**src/rtl/core/kcf_pkg.sv**
```systemverilog
// Shared types, constants and the log2 table of the k-mer composition block.
package kcf_pkg;

  localparam int unsigned CHAR_W        = 8;
  localparam int unsigned LEN_W         = 6;
  localparam int unsigned NUM_BASES     = 4;
  localparam int unsigned FRAC_BITS_DEF = 16;
  localparam int unsigned QUEUE_DEPTH   = 2;
  localparam int unsigned QPTR_W        = $clog2(QUEUE_DEPTH);
  localparam int unsigned QCNT_W        = $clog2(QUEUE_DEPTH + 1);

  // window length limit; fits LEN_W
  localparam logic [LEN_W-1:0] MAX_LEN = 6'd32;

  // log2 in Q.32 for 0..2^LEN_W-1: integer part below 6 needs 3 bits, kept at 5
  localparam int unsigned LOG_FRAC  = 32;
  localparam int unsigned LOG_W     = LOG_FRAC + 5;
  localparam int unsigned PROD_W    = LOG_W + LEN_W;
  localparam int unsigned TAB_DEPTH = 2 ** LEN_W;

  localparam logic [CHAR_W-1:0] CHAR_A = 8'h41;
  localparam logic [CHAR_W-1:0] CHAR_C = 8'h43;
  localparam logic [CHAR_W-1:0] CHAR_G = 8'h47;
  localparam logic [CHAR_W-1:0] CHAR_T = 8'h54;

  typedef enum logic [1:0] {
    BASE_A = 2'd0,
    BASE_C = 2'd1,
    BASE_G = 2'd2,
    BASE_T = 2'd3
  } base_idx_t;

  typedef enum logic [1:0] {
    STATUS_OK       = 2'd0,
    STATUS_INVALID  = 2'd1,
    STATUS_OVERFLOW = 2'd2
  } status_t;

  typedef logic [LEN_W-1:0] count_t;

  // per-window summary handed from front to back
  typedef struct packed {
    count_t [NUM_BASES-1:0] counts;
    count_t                 length;
    count_t                 best_run;
    logic                   invalid;
    logic                   overflow;
  } win_sum_t;

  typedef enum logic [2:0] {
    ST_IDLE,
    ST_MUL,
    ST_ACC,
    ST_DGC,
    ST_GCL,
    ST_DENT,
    ST_HOLD
  } back_state_t;

  typedef logic [TAB_DEPTH-1:0][LOG_W-1:0] log_tab_t;

  // bitwise log2 by repeated squaring of a Q2.30 mantissa
  function automatic logic [LOG_W-1:0] log2_q32(input int unsigned x);
    longint unsigned    y;
    logic [LOG_W-1:0]   res;
    int unsigned        k;
    res = '0;
    k   = 0;
    if (x != 0) begin
      while (k < 31 && (x >> (k + 1)) != 0) begin
        k++;
      end
      y   = (longint'(x) << 30) >> k;
      res = LOG_W'(k) << LOG_FRAC;
      for (int i = LOG_FRAC - 1; i >= 0; i--) begin
        y = (y * y) >> 30;
        if (y >= (64'd2 << 30)) begin
          res[i] = 1'b1;
          y      = y >> 1;
        end
      end
    end
    return res;
  endfunction

  function automatic log_tab_t build_log_tab();
    log_tab_t tab;
    for (int i = 0; i < TAB_DEPTH; i++) begin
      tab[i] = log2_q32(i);
    end
    return tab;
  endfunction

  localparam log_tab_t LOG2_TAB = build_log_tab();

endpackage

```
**src/rtl/core/kcf_front.sv**
```systemverilog
// Front end: per-base counting, run tracking and window summary.
module kcf_front (
  input  logic                        clk,
  input  logic                        rst,
  input  logic                        accept,
  input  logic [kcf_pkg::CHAR_W-1:0]  base_char,
  input  logic                        last_base,
  output logic                        win_push,
  output kcf_pkg::win_sum_t           win_sum
);
  import kcf_pkg::*;

  count_t [NUM_BASES-1:0] counts, counts_next;
  count_t                 length, length_next;
  logic [CHAR_W-1:0]      prev_char, prev_char_next;
  count_t                 cur_run, cur_run_next;
  count_t                 best_run, best_run_next;
  logic                   invalid, invalid_next;
  logic                   overflow, overflow_next;

  base_idx_t idx;
  logic      base_ok;

  always_comb begin
    unique case (base_char)
      CHAR_A: begin idx = BASE_A; base_ok = 1'b1; end
      CHAR_C: begin idx = BASE_C; base_ok = 1'b1; end
      CHAR_G: begin idx = BASE_G; base_ok = 1'b1; end
      CHAR_T: begin idx = BASE_T; base_ok = 1'b1; end
      default: begin idx = BASE_A; base_ok = 1'b0; end
    endcase
  end

  always_comb begin
    counts_next    = counts;
    length_next    = length;
    prev_char_next = prev_char;
    cur_run_next   = cur_run;
    best_run_next  = best_run;
    invalid_next   = invalid;
    overflow_next  = overflow;
    if (accept) begin
      if (length >= MAX_LEN) begin
        overflow_next = 1'b1;  // dropped base
      end else begin
        if (base_ok) begin
          counts_next[idx] = counts[idx] + count_t'(1);
        end else begin
          invalid_next = 1'b1;
        end
        if (length == '0 || base_char != prev_char) begin
          cur_run_next = count_t'(1);
        end else begin
          cur_run_next = cur_run + count_t'(1);
        end
        if (cur_run_next > best_run) begin
          best_run_next = cur_run_next;
        end
        prev_char_next = base_char;
        length_next    = length + count_t'(1);
      end
    end
  end

  assign win_push          = accept && last_base;
  assign win_sum.counts    = counts_next;
  assign win_sum.length    = length_next;
  assign win_sum.best_run  = best_run_next;
  assign win_sum.invalid   = invalid_next;
  assign win_sum.overflow  = overflow_next;

  always_ff @(posedge clk) begin
    if (rst || win_push) begin
      counts    <= '0;
      length    <= '0;
      prev_char <= '0;
      cur_run   <= '0;
      best_run  <= '0;
      invalid   <= 1'b0;
      overflow  <= 1'b0;
    end else begin
      counts    <= counts_next;
      length    <= length_next;
      prev_char <= prev_char_next;
      cur_run   <= cur_run_next;
      best_run  <= best_run_next;
      invalid   <= invalid_next;
      overflow  <= overflow_next;
    end
  end

endmodule

```
**src/rtl/core/kcf_queue.sv**
```systemverilog
// Short queue of window summaries between front and back.
module kcf_queue (
  input  logic               clk,
  input  logic               rst,
  input  logic               push,
  input  kcf_pkg::win_sum_t  push_data,
  input  logic               pop,
  output kcf_pkg::win_sum_t  pop_data,
  output logic               full,
  output logic               empty
);
  import kcf_pkg::*;

  win_sum_t            slots [QUEUE_DEPTH];
  logic [QPTR_W-1:0]   wr_ptr;
  logic [QPTR_W-1:0]   rd_ptr;
  logic [QCNT_W-1:0]   fill;

  logic do_push;
  logic do_pop;

  assign full     = (fill == QCNT_W'(QUEUE_DEPTH));
  assign empty    = (fill == '0);
  assign do_push  = push && !full;
  assign do_pop   = pop && !empty;
  assign pop_data = slots[rd_ptr];

  function automatic logic [QPTR_W-1:0] ptr_inc(input logic [QPTR_W-1:0] p);
    return (p == QPTR_W'(QUEUE_DEPTH - 1)) ? '0 : p + QPTR_W'(1);
  endfunction

  always_ff @(posedge clk) begin
    if (do_push) begin
      slots[wr_ptr] <= push_data;
    end
  end

  always_ff @(posedge clk) begin
    if (rst) begin
      wr_ptr <= '0;
      rd_ptr <= '0;
      fill   <= '0;
    end else begin
      if (do_push) begin
        wr_ptr <= ptr_inc(wr_ptr);
      end
      if (do_pop) begin
        rd_ptr <= ptr_inc(rd_ptr);
      end
      if (do_push && !do_pop) begin
        fill <= fill + QCNT_W'(1);
      end else if (do_pop && !do_push) begin
        fill <= fill - QCNT_W'(1);
      end
    end
  end

endmodule

```
**src/rtl/core/kcf_back.sv**
```systemverilog
// Back end: entropy sum, shared serial divider and result register.
module kcf_back #(
  parameter int unsigned FRAC_BITS = kcf_pkg::FRAC_BITS_DEF
) (
  input  logic                        clk,
  input  logic                        rst,
  input  logic                        q_empty,
  input  kcf_pkg::win_sum_t           q_data,
  output logic                        q_pop,
  input  logic                        pop,
  output logic                        empty,
  output logic [FRAC_BITS:0]          gc_frac_q16,
  output logic [FRAC_BITS+1:0]        entropy_q16,
  output logic [kcf_pkg::LEN_W-1:0]   longest_run,
  output logic [2:0]                  bases_present,
  output logic [kcf_pkg::LEN_W-1:0]   window_length,
  output logic [1:0]                  status
);
  import kcf_pkg::*;

  localparam int unsigned SHIFT  = LOG_FRAC - FRAC_BITS;
  localparam int unsigned DVD_W  = PROD_W - SHIFT;
  localparam int unsigned CNT_W  = $clog2(DVD_W);
  localparam int unsigned REM_W  = LEN_W + 1;
  localparam int unsigned GC_W   = FRAC_BITS + 1;
  localparam int unsigned ENT_W  = FRAC_BITS + 2;
  localparam int unsigned STEP_W = $clog2(NUM_BASES + 1);
  localparam logic [STEP_W-1:0] STEP_LAST = STEP_W'(NUM_BASES);
  localparam logic [CNT_W-1:0]  CNT_LAST  = CNT_W'(DVD_W - 1);
  localparam logic [ENT_W-1:0]  ENT_MAX   = ENT_W'(2) << FRAC_BITS;

  back_state_t state, state_next;

  // control decoded from state
  logic win_load, mul_en, div_load_gc, div_step, div_load_ent, res_load;

  win_sum_t            win;
  logic [STEP_W-1:0]   step;
  logic [PROD_W-1:0]   prod;
  logic                prod_vld;
  logic                prod_first;
  logic [PROD_W-1:0]   tot;
  logic [PROD_W-1:0]   acc_sum;
  logic [PROD_W-1:0]   t_diff;
  logic [DVD_W-1:0]    dvd;
  logic [REM_W-1:0]    rem;
  logic [CNT_W-1:0]    cnt;
  logic [GC_W-1:0]     gc_q;
  logic                out_valid;

  count_t              mul_a;
  logic [LOG_W-1:0]    mul_log;
  logic [LEN_W:0]      gc_sum;
  logic [DVD_W-1:0]    gc_num;
  logic [PROD_W:0]     ent_sum;
  logic [REM_W-1:0]    rem_sh;
  logic                quo_bit;
  logic [ENT_W-1:0]    ent_sat;
  logic [2:0]          distinct;

  // next state
  always_comb begin
    state_next = state;
    unique case (state)
      ST_IDLE: if (!q_empty) state_next = ST_MUL;
      ST_MUL:  if (step == STEP_LAST) state_next = ST_ACC;
      ST_ACC:  state_next = ST_DGC;
      ST_DGC:  if (cnt == CNT_LAST) state_next = ST_GCL;
      ST_GCL:  state_next = ST_DENT;
      ST_DENT: if (cnt == CNT_LAST) state_next = ST_HOLD;
      ST_HOLD: if (!out_valid || pop) state_next = ST_IDLE;
      default: state_next = ST_IDLE;
    endcase
  end

  // control outputs
  always_comb begin
    win_load     = 1'b0;
    mul_en       = 1'b0;
    div_load_gc  = 1'b0;
    div_step     = 1'b0;
    div_load_ent = 1'b0;
    res_load     = 1'b0;
    unique case (state)
      ST_IDLE: win_load     = !q_empty;
      ST_MUL:  mul_en       = 1'b1;
      ST_ACC:  div_load_gc  = 1'b1;
      ST_DGC:  div_step     = 1'b1;
      ST_GCL:  div_load_ent = 1'b1;
      ST_DENT: div_step     = 1'b1;
      ST_HOLD: res_load     = !out_valid || pop;
      default: ;
    endcase
  end

  assign q_pop = win_load;

  always_ff @(posedge clk) begin
    if (rst) begin
      state <= ST_IDLE;
    end else begin
      state <= state_next;
    end
  end

  // one product a cycle: n*L(n) first, then c*L(c) for each base
  assign mul_a   = (step == '0) ? win.length : win.counts[2'(step - STEP_W'(1))];
  assign mul_log = LOG2_TAB[mul_a];

  always_ff @(posedge clk) begin
    if (win_load) begin
      win  <= q_data;
      step <= '0;
    end else if (mul_en) begin
      step <= step + STEP_W'(1);
    end
    if (mul_en) begin
      prod       <= PROD_W'(mul_a) * PROD_W'(mul_log);
      prod_first <= (step == '0);
    end
    if (win_load) begin
      acc_sum <= '0;
    end else if (prod_vld) begin
      if (prod_first) begin
        tot <= prod;
      end else begin
        acc_sum <= acc_sum + prod;
      end
    end
    t_diff <= (acc_sum > tot) ? '0 : tot - acc_sum;
  end

  always_ff @(posedge clk) begin
    if (rst) begin
      prod_vld <= 1'b0;
    end else begin
      prod_vld <= mul_en;
    end
  end

  // dividend set-up: GC with rounding, entropy pre-scaled so the divisor is n
  assign gc_sum  = {1'b0, win.counts[BASE_C]} + {1'b0, win.counts[BASE_G]};
  assign gc_num  = (DVD_W'(gc_sum) << FRAC_BITS) + DVD_W'(win.length >> 1);
  assign ent_sum = {1'b0, t_diff} + ((PROD_W + 1)'(win.length) << (SHIFT - 1));

  // restoring divider, one quotient bit a cycle
  assign rem_sh  = {rem[REM_W-2:0], dvd[DVD_W-1]};
  assign quo_bit = (rem_sh >= {1'b0, win.length});

  always_ff @(posedge clk) begin
    if (div_load_gc) begin
      dvd <= gc_num;
      rem <= '0;
      cnt <= '0;
    end else if (div_load_ent) begin
      gc_q <= dvd[GC_W-1:0];
      dvd  <= ent_sum[PROD_W-1:SHIFT];
      rem  <= '0;
      cnt  <= '0;
    end else if (div_step) begin
      dvd <= {dvd[DVD_W-2:0], quo_bit};
      rem <= quo_bit ? rem_sh - {1'b0, win.length} : rem_sh;
      cnt <= cnt + CNT_W'(1);
    end
  end

  assign ent_sat = (dvd > DVD_W'(ENT_MAX)) ? ENT_MAX : dvd[ENT_W-1:0];

  always_comb begin
    distinct = '0;
    for (int i = 0; i < NUM_BASES; i++) begin
      distinct = distinct + 3'(win.counts[i] != '0);
    end
  end

  // result register
  always_ff @(posedge clk) begin
    if (res_load) begin
      gc_frac_q16    <= gc_q;
      entropy_q16    <= win.invalid ? '0 : ent_sat;
      longest_run    <= win.best_run;
      bases_present  <= distinct;
      window_length  <= win.length;
      status         <= win.invalid  ? STATUS_INVALID :
                        win.overflow ? STATUS_OVERFLOW : STATUS_OK;
    end
  end

  always_ff @(posedge clk) begin
    if (rst) begin
      out_valid <= 1'b0;
    end else if (res_load) begin
      out_valid <= 1'b1;
    end else if (pop) begin
      out_valid <= 1'b0;
    end
  end

  assign empty = !out_valid;

endmodule

```
**src/rtl/core/kmer_composition_features.sv**
```systemverilog
// Top level of the k-mer composition statistics block.
//
// Bases of a DNA window come in one ASCII character per transfer, the last
// one flagged by last_base. Each window yields one result: GC fraction
// (Q1.FRAC_BITS, rounded), Shannon entropy in bits (Q2.FRAC_BITS, zero if a
// non-ACGT character was seen), longest homopolymer run, number of distinct
// bases, window length and status (0 ok, 1 invalid character, 2 window
// longer than MAX_LEN; invalid wins). Bases past MAX_LEN are dropped but the
// last flag still closes the window. The front end counts one base per
// cycle with no stall of its own. Each closed window is queued (two deep)
// for the back end, which per window does five table multiplies for the
// n*log2(n) and c*log2(c) terms, then two passes of a one-bit-per-cycle
// serial divider by the window length, GC first, entropy second. Windows
// that come faster than the back end finishes them make full rise once the
// queue is taken. A finished result sits in an output register while the
// back end starts on the next window; the next result waits for a pop.
module kmer_composition_features #(
  parameter int unsigned FRAC_BITS = kcf_pkg::FRAC_BITS_DEF
) (
  input  logic                        clk,
  input  logic                        rst,
  input  logic                        push,
  output logic                        full,
  input  logic [kcf_pkg::CHAR_W-1:0]  base_char,
  input  logic                        last_base,
  output logic                        empty,
  input  logic                        pop,
  output logic [FRAC_BITS:0]          gc_frac_q16,
  output logic [FRAC_BITS+1:0]        entropy_q16,
  output logic [kcf_pkg::LEN_W-1:0]   longest_run,
  output logic [2:0]                  bases_present,
  output logic [kcf_pkg::LEN_W-1:0]   window_length,
  output logic [1:0]                  status
);
  import kcf_pkg::*;

  logic     accept;      // base transfer this cycle
  logic     win_push;    // window closed, summary into queue
  win_sum_t win_sum;
  win_sum_t q_data;
  logic     q_pop;
  logic     q_empty;

  assign accept = push && !full;

  kcf_front u_front (
    .clk       (clk),
    .rst       (rst),
    .accept    (accept),
    .base_char (base_char),
    .last_base (last_base),
    .win_push  (win_push),
    .win_sum   (win_sum)
  );

  // full also holds off non-last bases: simple and never loses a window
  kcf_queue u_queue (
    .clk       (clk),
    .rst       (rst),
    .push      (win_push),
    .push_data (win_sum),
    .pop       (q_pop),
    .pop_data  (q_data),
    .full      (full),
    .empty     (q_empty)
  );

  kcf_back #(
    .FRAC_BITS (FRAC_BITS)
  ) u_back (
    .clk            (clk),
    .rst            (rst),
    .q_empty        (q_empty),
    .q_data         (q_data),
    .q_pop          (q_pop),
    .pop            (pop),
    .empty          (empty),
    .gc_frac_q16    (gc_frac_q16),
    .entropy_q16    (entropy_q16),
    .longest_run    (longest_run),
    .bases_present  (bases_present),
    .window_length  (window_length),
    .status         (status)
  );

`ifndef SYNTH
  // invalid windows carry no entropy
  a_invalid_zero_entropy: assert property (@(posedge clk) disable iff (rst)
    (!empty && status == STATUS_INVALID) |-> (entropy_q16 == '0))
    else $error("entropy nonzero on invalid window");

  // every window holds at least one counted base and no more than MAX_LEN
  a_length_range: assert property (@(posedge clk) disable iff (rst)
    !empty |-> (window_length != '0 && window_length <= MAX_LEN))
    else $error("window length out of range");

  // a run cannot outgrow its window
  a_run_bound: assert property (@(posedge clk) disable iff (rst)
    !empty |-> (longest_run <= window_length && longest_run != '0))
    else $error("longest run inconsistent with length");

  // GC fraction never exceeds one
  a_gc_bound: assert property (@(posedge clk) disable iff (rst)
    !empty |-> (gc_frac_q16 <= {1'b1, {FRAC_BITS{1'b0}}}))
    else $error("GC fraction above one");
`endif

endmodule
```
**config.mk**
```make
export PLATFORM = sky130hd
export DESIGN_NAME = kmer_composition_features
export DESIGN_NICKNAME = d
export VERILOG_FILES = /design/src/rtl/core/kcf_pkg.sv /design/src/rtl/core/kcf_front.sv /design/src/rtl/core/kcf_queue.sv /design/src/rtl/core/kcf_back.sv /design/src/rtl/core/kmer_composition_features.sv
export SDC_FILE = /design/constraint.sdc
export NUM_CORES = 1
export LEC_CHECK = 0
export BUFFER_PORTS_ARGS = -buffer_cell sky130_fd_sc_hd__buf_2
export CAP_MARGIN = 20
export CORE_MARGIN = 8
export CORE_UTILIZATION = 55
export DETAILED_ROUTE_END_ITERATION = 8
export GPL_ROUTABILITY_DRIVEN = 0
export PLACE_DENSITY = 0.76
export SLEW_MARGIN = 20
export SYNTH_ARGS = -nofsm -noshare
export SYNTH_HDL_FRONTEND = slang
export SYNTH_SLANG_ARGS = --single-unit
```
**constraint.sdc**
```tcl
create_clock -name clk -period 8.2 [get_ports clk]
set_input_delay 0.82 -clock clk [delete_from_list [all_inputs] [get_ports clk]]
set_output_delay 0.82 -clock clk [all_outputs]
set_load 0.02 [all_outputs]
```
==> results of run 1 <==
[cell usage after synthesis, drive strengths merged (10+ instances only)]
master / instances
dfxtp: 146
edfxtp: 295
a21oi: 220
a22oi: 13
o211ai: 26
a31oi: 27
o22ai: 10
xor2: 72
nand3: 63
nand2b: 28
inv: 261
nand4: 22
nor2b: 63
clkbuf: 88
o21a: 13
o21bai: 19
and2: 43
a221o: 11
nor2: 358
nor4: 14
o21ai: 158
ha: 188
nor3: 32
or2: 11
and3: 18
nand2: 279
a21o: 69
or3: 13
a221oi: 12
xnor2: 81
fa: 135
a211oi: 29
mux2: 65
a311oi: 12
buf: 52
[how the worst max path moves through the flow]
| stage | from | endpoint | slack (ns) | depth (start not counted) |
|---|---|---|---|---|
| final | u_back.step[1] | u_back.prod[35] | 0.38 | 27 |
| after global routing | u_back.step[1] | u_back.prod[35] | 0.03 | 27 |
| after CTS | u_back.step[1] | u_back.prod[35] | 0.38 | 27 |
| after detailed placement | u_back.step[1] | u_back.prod[35] | 0.39 | 27 |
| after global placement | u_back.step[1] | u_back.prod[38] | 0.60 | 24 |
| after floorplan | u_back.step[0] | u_back.prod[40] | 0.28 | 32 |
[routing by layer]
metal	GRT usage [%]	up-vias	part of all wire [%]	wire, µm
li1	-	10721	-	-
met1	29.30	10903	40	29670
met2	38.54	1143	47	34500
met3	5.487	320	8.2	6081
met4	9.791	0	4.8	3559
met5	0	-	0	0
[state kept, by name (all words and copies together) (netlist names), 8 cells and up]
register / cells
u_back.entropy_q16: 18
u_back.gc_q: 17
u_back.tot: 42
u_back.dvd: 27
u_back.prod: 42
u_queue.slots: 76
u_front.counts: 24
u_back.gc_frac_q16: 17
u_back.t_diff: 28
u_back.win: 38
u_back.acc_sum: 43
u_front.prev_char: 8
[cell type report]
type	count	share of cell area [%]
inverters	261	3.029
repair buffers	122	2.359
clock inverters	27	0.7929
well taps	696	2.692
multi-input cells	2216	50.87
flip-flops and latches	441	36.42
clock buffers	59	3.837
[what timing repair did]
item                       4_1_cts  5_1_grt
setup endpoints to repair        0       10
resized for setup                0       10
hold buffers                     0        0
[kinds of logic after synthesis]
kind of cell	after synthesis	share of synthesized area, %
compound gates	687	15.12
xor+xnor	153	4.503
fa+ha+maj	323	16.99
buf+inv	401	5.428
flops	441	39.59
mux	79	3.279
other cells	1	0.01260
simple gates	972	15.09
[worst max-delay path, cell delays in order, from the launching register on]
cell and delay, ns:
dfxtp_1 0.36, inv_1 0.06, ha_1 0.42, mux4_2 0.37
mux2i_4 0.16, buf_4 0.33, ha_1 0.43, and2_1 0.22
a21oi_1 0.26, a221o_1 0.19, o21ai_0 0.12, a21oi_2 0.29
or2_1 0.17, fa_1 0.43, fa_1 0.48, fa_1 0.56
inv_1 0.04, ha_1 0.36, a211oi_1 0.30, o21bai_1 0.14
a21oi_1 0.28, o21ai_1 0.16, a221oi_1 0.45, o21ai_1 0.17
a21oi_2 0.25, o21ai_1 0.16, a211oi_1 0.29, xnor2_1 0.09
[metrics by stage]
step / hold slack [ns] / cells
2_1_floorplan: 0.4003 / 3058
3_3_place_gp: 0.4006 / 3735
3_5_place_dp: 0.4045 / 3735
4_1_cts: 0.4062 / 3821
5_1_grt: 0.4180 / 3822
6_report: 0.4079 / 3822
==> flow_summary_export.csv, run 1 <==
group,metric,value,unit
floorplan,die_w,248.6,µm
layout,layout_common_cells,"nor2_1 (347), edfxtp_1 (295), nand2_1 (277)",
global_route,overflow,0,
clock_network,clock_latency,0.59,ns
layout,regArea,0.01178,mm²
sta,finalMaxSlewViolations,0,
synthesis,synth-seq-area-share,39.59,%
synthesis,synth_seq_cells,441,
sta,rsz0062_at_grt,"no",
min_path,hold_class,"flop to flop",
floorplan,start_util,55.41,%
synthesis,syn_inst,3057,
route,vias,23087,
route,drt_pre_antenna_iters,9,
clock_network,clk_pin_slew,0.06,ns
sta,slew_headroom,30.10,%
route,drtAntennaViolNets,0,
synthesis,post_synth.cell_area_avg,9.735,µm²
critical_path,timing.rr.start,"u_back.step[1]",
placed_design,placedInstanceArea,0.03080,mm²
critical_path,r2r_cells,27,
run_status,status,"finished, violations left",
floorplan,die_h,248.6,µm
sta,fin_crit_sh,95.33,%
route,wl_per_cell,19.31,µm
floorplan,core_area,0.05371,mm²
sta,skew,0.03971,ns
global_route,antenna_found_initial,0,
layout,multiInputGateArea,0.01646,mm²
synthesis,synthArstFlopShare,0,%
synthesis,ys_top_cells_by_area,"edfxtp_1 (30%), dfxtp_1 (9.8%), fa_1 (9.1%)",
sta,setup_viol,0,
critical_path,crit_path_start_kind,"flop",
sta,worst_slack,0.3830,ns
global_route,grt_usage,23.36,%
synthesis,netlist.area_leader.share,29.77,%
route,dr.first_iter.drc_count,2879,
layout,fillerInstances,4280,
clock_network,post-cts-setup-buffers,0,
placed_design,post-place-ws,0.3888,ns
floorplan,io_pins,67,
critical_path,critPathRequiredTime,8.53,ns
placed_design,port-buffer-count,66,
sta,finalHoldViolCount,0,
critical_path,cp.arrival,8.14,ns
synthesis,synth-edff-count,295,
critical_path,rrSetupSlack,0.38,ns
critical_path,path_max_fanout,22,
synthesis,yosysTopAreaCell,"edfxtp_1",
floorplan,dieArea,0.06181,mm²
sta,fin_tns_setup,0,ns
synthesis,synth_area,0.02976,mm²
critical_path,regToRegEndpoint,"u_back.prod[35]",
clock_network,h-tree-depth,2,
global_route,grt_pass1_vias,22991,
sta,post-route-min-period,7.817,ns
clock_network,clockBufferDepth,3,
min_path,hold_path_end,"u_back.gc_frac_q16[13]",
layout,layout.nets,3424,
clock_network,numClockSinks,441,
route,route.detailed.drc,158,
critical_path,endpoint_kind,"flop",
layout,final_util,60.23,%
clock_network,cts_tree,"built",
route,routed_via_density,6.041,
route,wl,73810,µm
layout,design_area,0.03235,mm²
layout,drive_gt1_share,10.84,%
layout,final_common_cell,"nor2_1",
clock_network,cts_made_buffers,46,
sta,max_freq,127.9,MHz
floorplan,num_rows,85,
global_route,grt_max_degree,58,
synthesis,synthDistinctLibCells,99,
layout,antenna_cells,0,
run_status,violations,"design-rule violations",
layout,area_growth,8.699,%
global_route,grt_pass1_wl,119500,µm
placed_design,place_hpwl,54020,µm
min_path,hold_start,"u_back.gc_q[13]",
flow_run,cap_violations,0,
synthesis,ys.flop_type,"edfxtp_1",
sta,worst_pin_slew,1.048,ns
clock_network,cts_root_buf,"clkbuf_16",
synthesis,ys.warnings.count,0,
min_path,worst_hold_path.num_cells,0,
critical_path,crit_type,"flop to flop",
Power of run 1 is left out: the tool's default activity adds up to more than one toggle a clock period on the data nets, which glitch-free logic cannot reach.
==> run 2: changes to the inputs <==
CORE_UTILIZATION = 40   (was 55)
CTS_CLUSTER_SIZE = 10   (was default)
PLACE_DENSITY = 0.59   (was 0.76)
==> run 2 against run 1 <==
Effect of this change:
- highest routed layer unchanged
- routed wire length up 2.1%
- critical path type unchanged
- via count down 3.6%
- the run now ends clean
- clock skew down 0.010 ns
- fmax up 0.48%
- flip-flop and latch count unchanged
- clock-buffer cell count up 30
==> flow_summary_export.csv, run 2 (synthesis results as in run 1) <==
group,metric,value,unit
run_status,status,"finished, final reports clean",
layout,area_growth,10.17,%
critical_path,crit_buf_inv,3,
min_path,hold_class,"flop to flop",
critical_path,r2r_cells,28,
sta,post-route-min-period,7.780,ns
placed_design,port-buffer-count,66,
clock_network,cts_root_buf,"clkbuf_16",
critical_path,crit_type,"flop to flop",
floorplan,num_rows,100,
floorplan,die_h,288.8,µm
clock_network,clockBufferDepth,3,
critical_path,critPathLaunch,"u_back.step[1]",
layout,antenna_cells,0,
floorplan,core_area,0.07407,mm²
clock_network,cts_made_buffers,52,
critical_path,endpoint_kind,"flop",
floorplan,die_w,288.8,µm
clock_network,post-cts-setup-buffers,0,
route,drt_pre_antenna_iters,6,
route,routed_via_density,5.425,
global_route,overflow,0,
sta,worst_pin_slew,1.044,ns
min_path,hold_start,"u_back.gc_q[4]",
clock_network,cts_resized,0,
critical_path,worstSetupEndpoint,"u_back.prod[35]",
sta,setup_viol,0,
layout,layout.nets,3428,
layout,drive_gt1_share,10.57,%
critical_path,crit_slowest_cell,"fa_1",
global_route,grt_pass1_vias,21576,
critical_path,cp.arrival,8.13,ns
global_route,grt_max_degree,106,
flow_run,cap_violations,0,
sta,fin_crit_sh,94.87,%
layout,fillerInstances,7125,
layout,reg_top3,"u_queue.slots (76), u_back.acc_sum (43)",
sta,max_freq,128.5,MHz
placed_design,place_hpwl,56010,µm
clock_network,cts_tree,"built",
global_route,grt_pass1_wl,120200,µm
clock_network,numClockSinks,441,
global_route,antenna_found_initial,1,
sta,skew,0.02961,ns
sta,fin_tns_setup,0,ns
clock_network,h-tree-depth,2,
sta,slew_headroom,29.84,%
sta,finalMaxSlewViolations,0,
critical_path,cpLargestDelayFamily,"compound AO/OA/AOI/OAI gates",
global_route,grt_usage,17.79,%
sta,rsz0062_at_grt,"no",
critical_path,regToRegEndpoint,"u_back.prod[35]",
layout,final_common_cell,"nor2_1",
layout,largest_reg_flops,76,
critical_path,crit_cells,28,
floorplan,dieArea,0.08338,mm²
route,route.detailed.drc,0,
route,wl,75390,µm
clock_network,hold_buffers,0,
clock_network,clock_latency,0.60,ns
critical_path,slowest_delay,0.55,ns
critical_path,critPathRequiredTime,8.55,ns
clock_network,clk_pin_slew,0.06,ns
route,dr.first_iter.drc_count,1950,
layout,layout_common_cells,"nor2_1 (347), edfxtp_1 (295), nand2_1 (277)",
critical_path,timing.rr.start,"u_back.step[1]",
sta,finalHoldViolCount,0,
critical_path,path_max_fanout,25,
route,wl_per_cell,18.38,µm
route,drtAntennaViolNets,0,
floorplan,start_util,40.18,%
floorplan,io_pins,67,
layout,top_register,"u_queue.slots",
critical_path,rrSetupSlack,0.42,ns
route,vias,22249,
critical_path,crit_path_start_kind,"flop",
==> run 2: layout make-up <==
cell class	instances	area, µm²	area share [%]
Clock buffer	89	1460	4.454
Clock inverter	5	83.83	0.2557
Inverter	261	979.7	2.988
Multi-Input combinational cell	2216	16470	50.23
Sequential cell	441	11780	35.93
Tap cell	969	1212	3.698
Timing Repair Buffer	120	798.3	2.435
==> run 2: metal layers <==
metal / wire, µm / vias up / global-route usage (%)
li1: - / 10762 / -
met1: 34930 / 10522 / 25.16
met2: 33500 / 777 / 27.99
met3: 4758 / 188 / 2.753
met4: 2200 / 0 / 5.281
met5: 0 / - / 0
==> run 2: how the worst min path moves through the flow <==
stage          slack [ns]  depth (start not counted)                    end
2_1_floorplan        0.40                          0  u_back.gc_frac_q16[0]
3_3_place_gp         0.40                          0  u_back.gc_frac_q16[2]
3_5_place_dp         0.40                          0  u_back.gc_frac_q16[0]
4_1_cts              0.42                          0  u_back.gc_frac_q16[5]
5_1_grt              0.42                          0  u_back.longest_run[4]
6_report             0.42                          0  u_back.gc_frac_q16[4]
==> run 2: stage by stage <==
stage | utilization [%] | hold WS (ns) | instance area [µm²] | setup slack, ns | instances
CTS | 44.18 | 0.4172 | 32720 | 0.2728 | 4100
detailed placement | 42.09 | 0.4045 | 31180 | 0.2802 | 4006
floorplan | - | 0.4003 | 29760 | 0.2814 | 3058
global route | 44.26 | 0.4243 | 32790 | 0.06088 | 4101
finish | 44.26 | 0.4160 | 32790 | 0.4205 | 4101
global placement | 42.09 | 0.4011 | 31180 | 0.4608 | 4006
Power of run 2 is left out for the same reason.
